### config.mk
export PLATFORM = sky130hd
export DESIGN_NAME = vliw_bundle_syllable_dispatch
export DESIGN_NICKNAME = d
export VERILOG_FILES = /design/src/rtl/vbsd_pkg.sv /design/src/rtl/vbsd_front.sv /design/src/rtl/vbsd_queue.sv /design/src/rtl/vbsd_back.sv /design/src/rtl/vliw_bundle_syllable_dispatch.sv
export SDC_FILE = /design/constraint.sdc
export NUM_CORES = 1
export LEC_CHECK = 0
export BUFFER_PORTS_ARGS = -buffer_cell sky130_fd_sc_hd__buf_2
export CAP_MARGIN = 20
export CORE_MARGIN = 1.5
export CORE_UTILIZATION = 60
export CTS_BUF_LIST = sky130_fd_sc_hd__clkbuf_8
export CTS_CLUSTER_SIZE = 16
export DETAILED_ROUTE_END_ITERATION = 7
export HOLD_SLACK_MARGIN = 0.12
export PLACE_DENSITY_LB_ADDON = 0.05
export SYNTH_ARGS = -nofsm -noshare
export SYNTH_HDL_FRONTEND = slang
export SYNTH_SLANG_ARGS = --single-unit
### constraint.sdc
create_clock -name i_clk -period 4.95 [get_ports i_clk]
set_input_delay 0.99 -clock i_clk [delete_from_list [all_inputs] [get_ports i_clk]]
set_output_delay 0.99 -clock i_clk [all_outputs]
set_load 0.01 [all_outputs]
### src/rtl/vbsd_pkg.sv
`timescale 1ns / 1ps
// ----------------------------------------------------------------------------
// vbsd_pkg
// Shared types and constants of the VLIW bundle syllable dispatcher.
// ----------------------------------------------------------------------------
package vbsd_pkg;

    localparam int WORD_W               = 32;
    localparam int MAX_BUNDLE_WORDS_DEF = 8;
    localparam int WPOS_W               = 4;
    localparam logic [WPOS_W-1:0] WPOS_SAT = 4'd15;
    localparam int NSLOTS               = 6;
    localparam int NEXT                 = 4;
    localparam int QDEPTH               = 2;
    localparam int QPTR_W               = $clog2(QDEPTH);
    localparam int OUT_W                = 104;

    localparam logic [2:0] SLOT_BRANCH = 3'd0;
    localparam logic [2:0] SLOT_COPROC = 3'd1;
    localparam logic [2:0] SLOT_ALU0   = 3'd2;
    localparam logic [2:0] SLOT_ALU1   = 3'd3;
    localparam logic [2:0] SLOT_MUL    = 3'd4;
    localparam logic [2:0] SLOT_LSU    = 3'd5;

    localparam logic [2:0] ST_OK     = 3'd0;
    localparam logic [2:0] ST_COPROC = 3'd1;
    localparam logic [2:0] ST_EXT    = 3'd2;
    localparam logic [2:0] ST_ALU    = 3'd3;
    localparam logic [2:0] ST_MUL    = 3'd4;
    localparam logic [2:0] ST_LSU    = 3'd5;
    localparam logic [2:0] ST_LONG   = 3'd6;

    localparam logic [1:0] STEER_BR  = 2'd0;
    localparam logic [1:0] STEER_LSU = 2'd1;
    localparam logic [1:0] STEER_MUL = 2'd2;
    localparam logic [1:0] STEER_ALU = 2'd3;

    localparam logic [30:0] ALU_NOP = 31'h7FFF_FFFF;

    typedef enum logic [1:0] {
        CMD_NONE = 2'd0,
        CMD_SLOT = 2'd1,
        CMD_EXT  = 2'd2
    } t_cmd_kind;

    typedef struct packed {
        logic [WORD_W-1:0] word;
        t_cmd_kind         kind;
        logic [2:0]        slot;
        logic [1:0]        ext_tgt;
        logic              ext_sel;
        logic              last_word;
        logic [2:0]        err;
    } t_cmd;

    function automatic logic is_coproc(input logic [WORD_W-1:0] x);
        return (x[28:27] == 2'd0) && (x[26:24] != 3'd0);
    endfunction

endpackage

### src/rtl/vbsd_front.sv
`timescale 1ns / 1ps
// ----------------------------------------------------------------------------
// vbsd_front
// Accepts syllables, tracks slot occupancy and errors, and issues one
// placement command per syllable into the command queue.
// ----------------------------------------------------------------------------
module vbsd_front #(
    parameter int MAX_BUNDLE_WORDS = vbsd_pkg::MAX_BUNDLE_WORDS_DEF
) (
    input  logic                        i_clk,
    input  logic                        i_rst_n,
    input  logic                        i_valid,
    input  logic [vbsd_pkg::WORD_W-1:0] i_syllable,
    input  logic                        i_q_ready,
    output logic                        o_push,
    output vbsd_pkg::t_cmd              o_cmd
);

    localparam logic [vbsd_pkg::WPOS_W:0] MAX_W = (vbsd_pkg::WPOS_W + 1)'(MAX_BUNDLE_WORDS);

    logic [vbsd_pkg::WPOS_W-1:0] r_wp, n_wp;
    logic [vbsd_pkg::NSLOTS-1:0] r_valid, n_valid;
    logic [1:0]                  r_ext_cnt [vbsd_pkg::NEXT];
    logic [1:0]                  n_ext_cnt [vbsd_pkg::NEXT];
    logic [2:0]                  r_err, n_err;

    logic       accept;
    logic       more;
    logic       cop;
    logic [1:0] steer;
    logic [1:0] e;
    logic [2:0] err_new;
    vbsd_pkg::t_cmd cmd;

    assign accept = i_valid && i_q_ready;
    assign more   = i_syllable[31];
    assign cop    = vbsd_pkg::is_coproc(i_syllable);
    assign steer  = i_syllable[30:29];
    assign e      = i_syllable[28:27];

    always_comb begin
        cmd           = '0;
        cmd.word      = i_syllable;
        cmd.kind      = vbsd_pkg::CMD_NONE;
        cmd.ext_tgt   = e;
        cmd.ext_sel   = r_ext_cnt[e][0];
        err_new       = vbsd_pkg::ST_OK;
        if (r_err == vbsd_pkg::ST_OK) begin
            case (steer)
                vbsd_pkg::STEER_BR: begin
                    if (r_wp == '0) begin
                        cmd.kind = vbsd_pkg::CMD_SLOT;
                        cmd.slot = cop ? vbsd_pkg::SLOT_COPROC : vbsd_pkg::SLOT_BRANCH;
                    end else if (r_wp == 4'd1 && r_valid[vbsd_pkg::SLOT_BRANCH] && cop) begin
                        if (r_valid[vbsd_pkg::SLOT_COPROC]) begin
                            err_new = vbsd_pkg::ST_COPROC;
                        end else begin
                            cmd.kind = vbsd_pkg::CMD_SLOT;
                            cmd.slot = vbsd_pkg::SLOT_COPROC;
                        end
                    end else if (r_ext_cnt[e] > 2'd1) begin
                        err_new = vbsd_pkg::ST_EXT;
                    end else begin
                        cmd.kind = vbsd_pkg::CMD_EXT;
                    end
                end
                vbsd_pkg::STEER_ALU: begin
                    cmd.kind = vbsd_pkg::CMD_SLOT;
                    if (!r_valid[vbsd_pkg::SLOT_ALU0]) begin
                        cmd.slot = vbsd_pkg::SLOT_ALU0;
                    end else if (!r_valid[vbsd_pkg::SLOT_ALU1]) begin
                        cmd.slot = vbsd_pkg::SLOT_ALU1;
                    end else if (!r_valid[vbsd_pkg::SLOT_MUL]) begin
                        cmd.slot = vbsd_pkg::SLOT_MUL;
                    end else if (!r_valid[vbsd_pkg::SLOT_LSU]) begin
                        cmd.slot = vbsd_pkg::SLOT_LSU;
                    end else begin
                        cmd.kind = vbsd_pkg::CMD_NONE;
                        if (i_syllable[30:0] != vbsd_pkg::ALU_NOP) begin
                            err_new = vbsd_pkg::ST_ALU;
                        end
                    end
                end
                vbsd_pkg::STEER_MUL: begin
                    if (r_valid[vbsd_pkg::SLOT_MUL]) begin
                        err_new = vbsd_pkg::ST_MUL;
                    end else begin
                        cmd.kind = vbsd_pkg::CMD_SLOT;
                        cmd.slot = vbsd_pkg::SLOT_MUL;
                    end
                end
                default: begin
                    if (r_valid[vbsd_pkg::SLOT_LSU]) begin
                        err_new = vbsd_pkg::ST_LSU;
                    end else begin
                        cmd.kind = vbsd_pkg::CMD_SLOT;
                        cmd.slot = vbsd_pkg::SLOT_LSU;
                    end
                end
            endcase
            if (err_new == vbsd_pkg::ST_OK && more &&
                ({1'b0, r_wp} + 5'd1) >= MAX_W) begin
                err_new = vbsd_pkg::ST_LONG;
            end
            if (err_new != vbsd_pkg::ST_OK) begin
                cmd.kind = vbsd_pkg::CMD_NONE;
            end
        end
        n_err         = (r_err != vbsd_pkg::ST_OK) ? r_err : err_new;
        cmd.err       = n_err;
        cmd.last_word = !more;
    end

    always_comb begin
        n_valid   = r_valid;
        n_ext_cnt = r_ext_cnt;
        n_wp      = (r_wp == vbsd_pkg::WPOS_SAT) ? r_wp : r_wp + 4'd1;
        if (cmd.kind == vbsd_pkg::CMD_SLOT) begin
            n_valid = r_valid | (vbsd_pkg::NSLOTS'(1) << cmd.slot);
        end
        if (cmd.kind == vbsd_pkg::CMD_EXT) begin
            n_ext_cnt[e] = r_ext_cnt[e] + 2'd1;
        end
    end

    always_ff @(posedge i_clk) begin
        if (!i_rst_n) begin
            r_wp    <= '0;
            r_valid <= '0;
            r_err   <= vbsd_pkg::ST_OK;
            for (int i = 0; i < vbsd_pkg::NEXT; i++) begin
                r_ext_cnt[i] <= '0;
            end
        end else if (accept) begin
            if (!more) begin
                r_wp    <= '0;
                r_valid <= '0;
                r_err   <= vbsd_pkg::ST_OK;
                for (int i = 0; i < vbsd_pkg::NEXT; i++) begin
                    r_ext_cnt[i] <= '0;
                end
            end else begin
                r_wp      <= n_wp;
                r_valid   <= n_valid;
                r_err     <= n_err;
                r_ext_cnt <= n_ext_cnt;
            end
        end
    end

    assign o_push = accept;
    assign o_cmd  = cmd;

    a_end_clears: assert property (@(posedge i_clk) disable iff (!i_rst_n)
        accept && !more |=> r_wp == '0 && r_valid == '0 && r_err == vbsd_pkg::ST_OK)
        else $error("bundle state not cleared at bundle end");

    a_err_sticky: assert property (@(posedge i_clk) disable iff (!i_rst_n)
        r_err != vbsd_pkg::ST_OK && accept && more |=> r_err == $past(r_err))
        else $error("error code changed inside a bundle");

endmodule

### src/rtl/vbsd_queue.sv
`timescale 1ns / 1ps
// ----------------------------------------------------------------------------
// vbsd_queue
// Short command queue between the classifier and the slot issue stage.
// ----------------------------------------------------------------------------
module vbsd_queue (
    input  logic           i_clk,
    input  logic           i_rst_n,
    input  logic           i_push,
    input  vbsd_pkg::t_cmd i_cmd,
    output logic           o_ready,
    input  logic           i_pop,
    output logic           o_valid,
    output vbsd_pkg::t_cmd o_cmd
);

    vbsd_pkg::t_cmd                r_mem [vbsd_pkg::QDEPTH];
    logic [vbsd_pkg::QPTR_W-1:0]   r_wr_ptr;
    logic [vbsd_pkg::QPTR_W-1:0]   r_rd_ptr;
    logic [vbsd_pkg::QPTR_W:0]     r_count;
    logic                          do_push;
    logic                          do_pop;

    assign o_ready = r_count != (vbsd_pkg::QPTR_W + 1)'(vbsd_pkg::QDEPTH);
    assign o_valid = r_count != '0;
    assign do_push = i_push && o_ready;
    assign do_pop  = i_pop && o_valid;
    assign o_cmd   = r_mem[r_rd_ptr];

    always_ff @(posedge i_clk) begin
        if (!i_rst_n) begin
            r_wr_ptr <= '0;
            r_rd_ptr <= '0;
            r_count  <= '0;
        end else begin
            if (do_push) begin
                r_wr_ptr <= r_wr_ptr + 1'b1;
            end
            if (do_pop) begin
                r_rd_ptr <= r_rd_ptr + 1'b1;
            end
            if (do_push && !do_pop) begin
                r_count <= r_count + 1'b1;
            end else if (do_pop && !do_push) begin
                r_count <= r_count - 1'b1;
            end
        end
    end

    always_ff @(posedge i_clk) begin
        if (do_push) begin
            r_mem[r_wr_ptr] <= i_cmd;
        end
    end

    a_count_bound: assert property (@(posedge i_clk) disable iff (!i_rst_n)
        r_count <= (vbsd_pkg::QPTR_W + 1)'(vbsd_pkg::QDEPTH))
        else $error("queue count beyond depth");

endmodule

### src/rtl/vbsd_back.sv
`timescale 1ns / 1ps
// ----------------------------------------------------------------------------
// vbsd_back
// Carries out placement commands into slot storage and, at bundle end,
// issues one item per valid slot in slot order, or one error status item.
// ----------------------------------------------------------------------------
module vbsd_back (
    input  logic                        i_clk,
    input  logic                        i_rst_n,
    input  logic                        i_q_valid,
    input  vbsd_pkg::t_cmd              i_q_cmd,
    output logic                        o_q_pop,
    output logic                        o_tvalid,
    input  logic                        i_tready,
    output logic [vbsd_pkg::OUT_W-1:0]  o_tdata,
    output logic                        o_tlast
);

    typedef enum logic [1:0] {
        S_FILL = 2'b01,
        S_EMIT = 2'b10
    } t_state;

    t_state                       r_state;
    logic [vbsd_pkg::NSLOTS-1:0]  r_valid;
    logic [vbsd_pkg::NSLOTS-1:0]  r_pend;
    logic [2:0]                   r_err;
    logic [1:0]                   r_cnt  [vbsd_pkg::NEXT];
    logic [vbsd_pkg::WORD_W-1:0]  r_opc  [vbsd_pkg::NSLOTS];
    logic [vbsd_pkg::WORD_W-1:0]  r_ext0 [vbsd_pkg::NEXT];
    logic [vbsd_pkg::WORD_W-1:0]  r_ext1 [vbsd_pkg::NEXT];
    logic                         r_out_valid;
    logic [vbsd_pkg::OUT_W-1:0]   r_out_data;
    logic                         r_out_last;

    logic [vbsd_pkg::NSLOTS-1:0]  cmd_bit;
    logic [vbsd_pkg::NSLOTS-1:0]  pick_bit;
    logic [vbsd_pkg::NSLOTS-1:0]  pend_rem;
    logic [2:0]                   pick;
    logic [2:0]                   tgt_full;
    logic [1:0]                   tgt;
    logic [1:0]                   cnt;
    logic                         out_load;
    logic                         out_last;
    logic [vbsd_pkg::OUT_W-1:0]   out_data;
    logic [vbsd_pkg::WORD_W-1:0]  ext_a;
    logic [vbsd_pkg::WORD_W-1:0]  ext_b;

    assign o_q_pop  = (r_state == S_FILL) && i_q_valid;
    assign cmd_bit  = (i_q_cmd.kind == vbsd_pkg::CMD_SLOT) ?
                      (vbsd_pkg::NSLOTS'(1) << i_q_cmd.slot) : '0;
    assign pick_bit = r_pend & (~r_pend + 1'b1);
    assign pend_rem = r_pend & ~pick_bit;
    assign out_load = (r_state == S_EMIT) && (!r_out_valid || i_tready);

    always_comb begin
        pick = vbsd_pkg::SLOT_BRANCH;
        for (int i = vbsd_pkg::NSLOTS - 1; i >= 0; i--) begin
            if (pick_bit[i]) begin
                pick = 3'(i);
            end
        end
    end

    assign tgt_full = pick - vbsd_pkg::SLOT_ALU0;
    assign tgt      = tgt_full[1:0];

    always_comb begin
        cnt      = (pick >= vbsd_pkg::SLOT_ALU0) ? r_cnt[tgt] : 2'd0;
        ext_a    = (cnt >= 2'd1) ? r_ext0[tgt] : '0;
        ext_b    = (cnt >= 2'd2) ? r_ext1[tgt] : '0;
        out_data = '0;
        out_last = 1'b1;
        if (r_err != vbsd_pkg::ST_OK) begin
            out_data[2:0] = r_err;
        end else if (r_pend != '0) begin
            out_data = {ext_b, ext_a, r_opc[pick], cnt + 2'd1, pick, vbsd_pkg::ST_OK};
            out_last = pend_rem == '0;
        end
    end

    always_ff @(posedge i_clk) begin
        if (!i_rst_n) begin
            r_state     <= S_FILL;
            r_valid     <= '0;
            r_pend      <= '0;
            r_err       <= vbsd_pkg::ST_OK;
            r_out_valid <= 1'b0;
            for (int i = 0; i < vbsd_pkg::NEXT; i++) begin
                r_cnt[i] <= '0;
            end
        end else begin
            case (r_state)
                S_FILL: begin
                    if (i_q_valid) begin
                        r_valid <= r_valid | cmd_bit;
                        if (i_q_cmd.kind == vbsd_pkg::CMD_EXT) begin
                            r_cnt[i_q_cmd.ext_tgt] <= {1'b0, i_q_cmd.ext_sel} + 2'd1;
                        end
                        if (i_q_cmd.last_word) begin
                            r_err   <= i_q_cmd.err;
                            r_pend  <= r_valid | cmd_bit;
                            r_state <= S_EMIT;
                        end
                    end
                end
                S_EMIT: begin
                    if (out_load) begin
                        r_pend <= pend_rem;
                        if (out_last) begin
                            r_valid <= '0;
                            r_err   <= vbsd_pkg::ST_OK;
                            r_state <= S_FILL;
                            for (int i = 0; i < vbsd_pkg::NEXT; i++) begin
                                r_cnt[i] <= '0;
                            end
                        end
                    end
                end
                default: begin
                    r_state <= S_FILL;
                end
            endcase
            if (out_load) begin
                r_out_valid <= 1'b1;
            end else if (i_tready) begin
                r_out_valid <= 1'b0;
            end
        end
    end

    always_ff @(posedge i_clk) begin
        if (o_q_pop) begin
            if (i_q_cmd.kind == vbsd_pkg::CMD_SLOT) begin
                r_opc[i_q_cmd.slot] <= i_q_cmd.word;
            end
            if (i_q_cmd.kind == vbsd_pkg::CMD_EXT) begin
                if (i_q_cmd.ext_sel) begin
                    r_ext1[i_q_cmd.ext_tgt] <= i_q_cmd.word;
                end else begin
                    r_ext0[i_q_cmd.ext_tgt] <= i_q_cmd.word;
                end
            end
        end
        if (out_load) begin
            r_out_data <= out_data;
            r_out_last <= out_last;
        end
    end

    assign o_tvalid = r_out_valid;
    assign o_tdata  = r_out_data;
    assign o_tlast  = r_out_last;

    a_err_is_last: assert property (@(posedge i_clk) disable iff (!i_rst_n)
        r_out_valid && r_out_data[2:0] != vbsd_pkg::ST_OK |-> r_out_last)
        else $error("error status item not marked last");

    a_fill_holds: assert property (@(posedge i_clk) disable iff (!i_rst_n)
        r_state == S_FILL && i_q_valid && !i_q_cmd.last_word |=> r_state == S_FILL)
        else $error("issue started before bundle end");

    a_emit_done: assert property (@(posedge i_clk) disable iff (!i_rst_n)
        out_load && out_last |=> r_state == S_FILL && r_valid == '0)
        else $error("slot state not cleared after last item");

endmodule

### src/rtl/vliw_bundle_syllable_dispatch.sv
`timescale 1ns / 1ps
// ----------------------------------------------------------------------------
// vliw_bundle_syllable_dispatch
// Gathers instruction syllables into six issue slots and issues the bundle.
// ----------------------------------------------------------------------------
// Throughput: one syllable per cycle while the two-entry command queue has room.
// With the issue stage idle, a bundle's last syllable passes the command queue, the
// emit state and output register; then one result per cycle unless stalled, one per
// valid slot (1 to 6). The issue stage takes no new commands while a bundle drains.
// Reset: synchronous, active low; clears control state, slot storage is not cleared.
module vliw_bundle_syllable_dispatch #(
    parameter int MAX_BUNDLE_WORDS = vbsd_pkg::MAX_BUNDLE_WORDS_DEF
) (
    input  logic                        i_clk,
    input  logic                        i_rst_n,
    input  logic                        i_s_axis_tvalid,
    output logic                        o_s_axis_tready,
    input  logic [vbsd_pkg::WORD_W-1:0] i_s_axis_tdata,  // syllable
    output logic                        o_m_axis_tvalid,
    input  logic                        i_m_axis_tready,
    // status, issue_slot, word_count, opcode_word, first_extension, second_extension
    output logic [vbsd_pkg::OUT_W-1:0]  o_m_axis_tdata,
    output logic                        o_m_axis_tlast   // last
);

    logic           push;
    logic           q_ready;
    logic           q_valid;
    logic           q_pop;
    vbsd_pkg::t_cmd push_cmd;
    vbsd_pkg::t_cmd head_cmd;

    assign o_s_axis_tready = q_ready;

    vbsd_front #(
        .MAX_BUNDLE_WORDS (MAX_BUNDLE_WORDS)
    ) u_front (
        .i_clk      (i_clk),
        .i_rst_n    (i_rst_n),
        .i_valid    (i_s_axis_tvalid),
        .i_syllable (i_s_axis_tdata),
        .i_q_ready  (q_ready),
        .o_push     (push),
        .o_cmd      (push_cmd)
    );

    vbsd_queue u_queue (
        .i_clk   (i_clk),
        .i_rst_n (i_rst_n),
        .i_push  (push),
        .i_cmd   (push_cmd),
        .o_ready (q_ready),
        .i_pop   (q_pop),
        .o_valid (q_valid),
        .o_cmd   (head_cmd)
    );

    vbsd_back u_back (
        .i_clk     (i_clk),
        .i_rst_n   (i_rst_n),
        .i_q_valid (q_valid),
        .i_q_cmd   (head_cmd),
        .o_q_pop   (q_pop),
        .o_tvalid  (o_m_axis_tvalid),
        .i_tready  (i_m_axis_tready),
        .o_tdata   (o_m_axis_tdata),
        .o_tlast   (o_m_axis_tlast)
    );

endmodule
==> run_results.csv <==
group,metric,value,unit
cts,tritoncts_clock_tree,"yes",
finish,antenna-diode-count,0,
global_route,total_grt_overflow,0,
worst_setup_path,worst_path_most_repeated_cell,"sky130_fd_sc_hd__or2_2",
yosys,synth_adder_area_share,0.410,%
pwr,power_frac_comb,16.0,%
global_route,grt_start_max_net_pins,117,
timing,post_route_fraction_of_the_period_consumed_by_the_critical_path,67.5,%
timing,timing_hold_violations_final,0,
pwr,p_sw,3.54,mW
worst_setup_path,worst-r2r-setup-slack,1.61,ns
yosys,postSynthRegisterBits,689,
yosys,synthesis.area,26200,sq um
pwr,post-layout-total-power,13.4,mW
floorplanning,die-width,212,um
yosys,synth_top_family_by_area,"multiplexers",
worst_setup_path,cpLargestDelayFamily,"simple AND/OR/NAND/NOR gates",
global_route,initial_antenna_violation_count,2,
yosys,yosys.cell_types.count,68,
timing,rsz0062_at_grt,"no",
cts,cts.hold.buffers_added,0,
cts,tritoncts_num_sinks,689,
global_route,grtUsageMet1,33.6,%
cts,postCtsSetupRepairBufs,0,
finish,syn_to_final_growth,12.8,%
route,detail_route.iter0.violations,1088,
yosys,synth-seq-area-share,77.2,%
global_route,routing_usage_on_met3,4.61,%
route,detail_route.wl_per_cell,22.8,um
cts,clock_insertion_delay_worst_skew,0.66,ns
global_route,grt_use_met2,36.9,%
finish,total_area_of_multi_input_combinational_cells,5750,sq um
place,gp_congestion,0.822,
yosys,synth-main-ff-cell,"sky130_fd_sc_hd__edfxtp_1",
worst_setup_path,critPathLaunchType,"flop",
place,hpwl,30700,um
route,drt_pre_antenna_iters,5,
cts,cts_root_buf,"sky130_fd_sc_hd__clkbuf_8",
yosys,synth-compound-area-share,3.34,%
pwr,power.density,454,nW/um^2
timing,worst_slew_pin_slew,1.06,ns
timing,final.min_clock_period,3.34,ns
hold_path,timing.hold.worst.class,"reg -> reg",
worst_setup_path,worst-r2r-cell-count,9,
floorplanning,floorplan.core_area,43100,sq um
finish,final_nets,1626,
status,run_status,"finished clean",
yosys,synth-xor-area-share,0.100,%
floorplanning,chipHeight,212,um
worst_setup_path,cp_cell_sequence,"nor4_2 > nor2b_4 > nand2_1 > mux2i_1 > or2_2 > inv_1 > ha_1 > or2_2 > nor2b_1",
worst_setup_path,critical_path_arrival,3.83,ns
timing,slew-limit-headroom,29.2,%
route,avgViaCountPerCell,5.84,
place,placedCellCount,2060,
worst_setup_path,worstPathRequired,5.44,ns
timing,finalHoldWorstSlack,0.460,ns
global_route,grt_use_total,23.4,%
worst_setup_path,crit_path_top_delay_cell,"sky130_fd_sc_hd__nor2b_4",
timing,fmax,299,MHz
cts,h-tree-depth,3,
worst_setup_path,r2r_start,"u_back.r_pend[0]$_SDFFE_PN0P_",
cts,post_cts.resized_instances,0,
hold_path,worstHoldStart,"u_front.r_ext_cnt[4]$_SDFFE_PN0P_",
yosys,post_synth_inst_count,1370,
timing,maxSlewViolCount,0,
place,port_buffer_cells,142,
global_route,first_global_vias,13165,
pwr,p_seq_share,53.7,%
floorplanning,floorplan.io_pins,143,
floorplanning,rows,76,
pwr,p_sw_share,26.3,%
hold_path,hold_depth,2,
worst_setup_path,worst_r2r_endpoint,"u_back.o_tdata[67]$_SDFFCE_PP0P_",
yosys,synth_area_in_simple_gates,5.90,%
timing,final.setup_skew,0.0210,ns
route,drc,0,
cts,clockBufferDepth,3,
yosys,asyncSetResetFlopFracSynth,0,%
yosys,synth_warnings,0,
cts,cts-buffers-inserted,103,
pwr,power.internal,9.88,mW
pwr,p_leak,9.77,nW
finish,instances_no_fill,2243,
pwr,ir_worst_vdd,324,uV
yosys,synth-edff-count,645,
global_route,grt_first_pass_wirelength,77200,um
worst_setup_path,crit_path_max_fanout,32,
worst_setup_path,timing_worst_setup_path_type,"reg -> reg",
worst_setup_path,critical_path.n_buffers_inverters,1,
pwr,clkPwrFrac,30.3,%
finish,fillCellCount,2836,
hold_path,worst_hold_path.endpoint,"u_front.r_ext_cnt[4]$_SDFFE_PN0P_",
finish,layout.area.seq,20300,sq um
floorplanning,dieArea,45000,sq um
timing,timing.setup.tns,0,ns
cts,path_clk_slew,0.06,ns
worst_setup_path,crit_path_max_incr_delay,0.60,ns
route,totalWireLength,51100,um
yosys,net_count_after_synthesis,1413,
global_route,global_route.peak_usage_layer,"met2",
floorplanning,floorplan.initialDensity,60.9,%
route,route.antenna.remaining_nets,0,
worst_setup_path,cp-end-kind,"flop",
route,detailroute.via_count,13107,
yosys,synth.mux.area_fraction,11.6,%
job,drv.max_cap_violation_count,0,
timing,finalSetupViolCount,0,
finish,layout-drive-gt1-share,27.6,%
yosys,synth_area_per_cell,19.1,sq um
stage by stage:
stage               setup WS, ns  util (%)  cell area [sq um]
finish                      1.61      68.7              29600
detailed placement          1.60      64.3              27700
floorplan                  0.373         -              26200
global route                1.31      68.7              29600
global placement            1.75      64.3              27700
CTS                         1.56      68.6              29500
cells in the mapped netlist, types with 10 or more instances:
master	n	share of area, %
sky130_fd_sc_hd__mux2_2	34	1.5
sky130_fd_sc_hd__nor3_1	13	0.25
sky130_fd_sc_hd__mux2i_1	45	1.7
sky130_fd_sc_hd__nand3_1	12	0.23
sky130_fd_sc_hd__inv_1	17	0.24
sky130_fd_sc_hd__nor2_1	80	1.1
sky130_fd_sc_hd__clkbuf_1	18	0.26
sky130_fd_sc_hd__dfxtp_1	44	3.4
sky130_fd_sc_hd__nand2_1	46	0.66
sky130_fd_sc_hd__nor2b_1	76	1.8
sky130_fd_sc_hd__edfxtp_1	645	74
sky130_fd_sc_hd__buf_4	15	0.43
sky130_fd_sc_hd__o21ai_0	25	0.48
sky130_fd_sc_hd__a211oi_1	32	0.92
sky130_fd_sc_hd__mux4_2	98	8.4
sky130_fd_sc_hd__buf_2	21	0.40
sky130_fd_sc_hd__a21boi_0	10	0.29
sky130_fd_sc_hd__a21oi_1	10	0.19
sky130_fd_sc_hd__and2_1	10	0.24
cell usage in the layout, fill, tap and decap left out, types with 14 or more instances in the layout:
cell	instances
sky130_fd_sc_hd__a211oi_1	32
sky130_fd_sc_hd__buf_2	142
sky130_fd_sc_hd__buf_4	24
sky130_fd_sc_hd__clkbuf_8	112
sky130_fd_sc_hd__clkinv_1	24
sky130_fd_sc_hd__dfxtp_1	43
sky130_fd_sc_hd__edfxtp_1	645
sky130_fd_sc_hd__inv_1	57
sky130_fd_sc_hd__mux2_2	34
sky130_fd_sc_hd__mux2i_1	45
sky130_fd_sc_hd__mux4_2	98
sky130_fd_sc_hd__nand2_1	46
sky130_fd_sc_hd__nor2_1	66
sky130_fd_sc_hd__nor2_4	14
sky130_fd_sc_hd__nor2b_1	75
sky130_fd_sc_hd__o21ai_0	25
final cells by class:
type	count	share of cell area, %
timing repair buffer	170	3.31
sequential	689	68.5
inverter	18	0.228
tap	585	2.47
multi-input combinational	601	19.4
clock inverter	68	0.909
clock buffer	112	5.21
state kept, by name, indices dropped and copies added, names as in the netlist, named ones only:
| signal | count |
|---|---|
| u_queue.r_mem | 84 |
| u_queue.r_count | 2 |
| u_front.r_err | 3 |
| u_back.r_valid | 6 |
| u_back.r_cnt | 8 |
| u_back.o_tlast | 1 |
| u_back.r_state | 2 |
| u_front.r_ext_cnt | 8 |
| u_back.o_tdata | 104 |
| u_front.r_wp | 4 |
| u_back.r_ext1 | 128 |
| u_back.r_opc | 192 |
| u_queue.r_wr_ptr | 1 |
| u_front.r_valid | 6 |
| u_back.r_pend | 6 |
| u_back.r_ext0 | 128 |
| u_queue.r_rd_ptr | 1 |
| u_back.o_tvalid | 1 |
| u_back.r_err | 3 |
cell families after synthesis:
group                      after synthesis
muxes                                  177
adders and majority gates                9
DFF                                    689
AOI/OAI and AO/OA                      124
and+or+nand+nor                        288
buffers and inverters                   80
xor gates and xnor gates                 3
worst max-delay path by stage:
stage | start | to | depth (start not counted)
2_1_floorplan | i_m_axis_tready | u_back.r_cnt[0][0]$_SDFFCE_PN0P_ | 6
3_3_place_gp | flop | u_back.r_ext0[0][10]$_DFFE_PP_ | 5
3_5_place_dp | u_back.r_pend[0]$_SDFFE_PN0P_ | u_back.o_tdata[67]$_SDFFCE_PP0P_ | 9
4_1_cts | u_back.r_pend[0]$_SDFFE_PN0P_ | u_back.o_tdata[67]$_SDFFCE_PP0P_ | 9
5_1_grt | u_back.r_pend[0]$_SDFFE_PN0P_ | u_back.o_tdata[57]$_SDFFCE_PP0P_ | 9
6_report | u_back.r_pend[0]$_SDFFE_PN0P_ | u_back.o_tdata[67]$_SDFFCE_PP0P_ | 9
worst reg2reg max path, cell delays in order (launching register included):
cell	delay, ns
sky130_fd_sc_hd__dfxtp_1	0.40
sky130_fd_sc_hd__nor4_2	0.52
sky130_fd_sc_hd__nor2b_4	0.60
sky130_fd_sc_hd__nand2_1	0.13
sky130_fd_sc_hd__mux2i_1	0.29
sky130_fd_sc_hd__or2_2	0.19
sky130_fd_sc_hd__inv_1	0.04
sky130_fd_sc_hd__ha_1	0.19
sky130_fd_sc_hd__or2_2	0.58
sky130_fd_sc_hd__nor2b_1	0.25
per-layer routing:
layer  vias up  wire length [um]
met5         -                 0
met2       404             24800
met3        77              3010
li1       5881                 -
met4         0               920
met1      6745             22300
power by group through the flow:
stage	clock network (mW)	registers, mW	logic, mW
final	4.06	7.21	2.15
after global routing	4.40	7.23	2.35
after CTS	4.16	7.21	2.16
after detailed placement	0	7.33	2.15
after global placement	0	7.32	2.11
after floorplan	0	7.29	1.46
No activity file was read; power rests on OpenSTA's default activity.
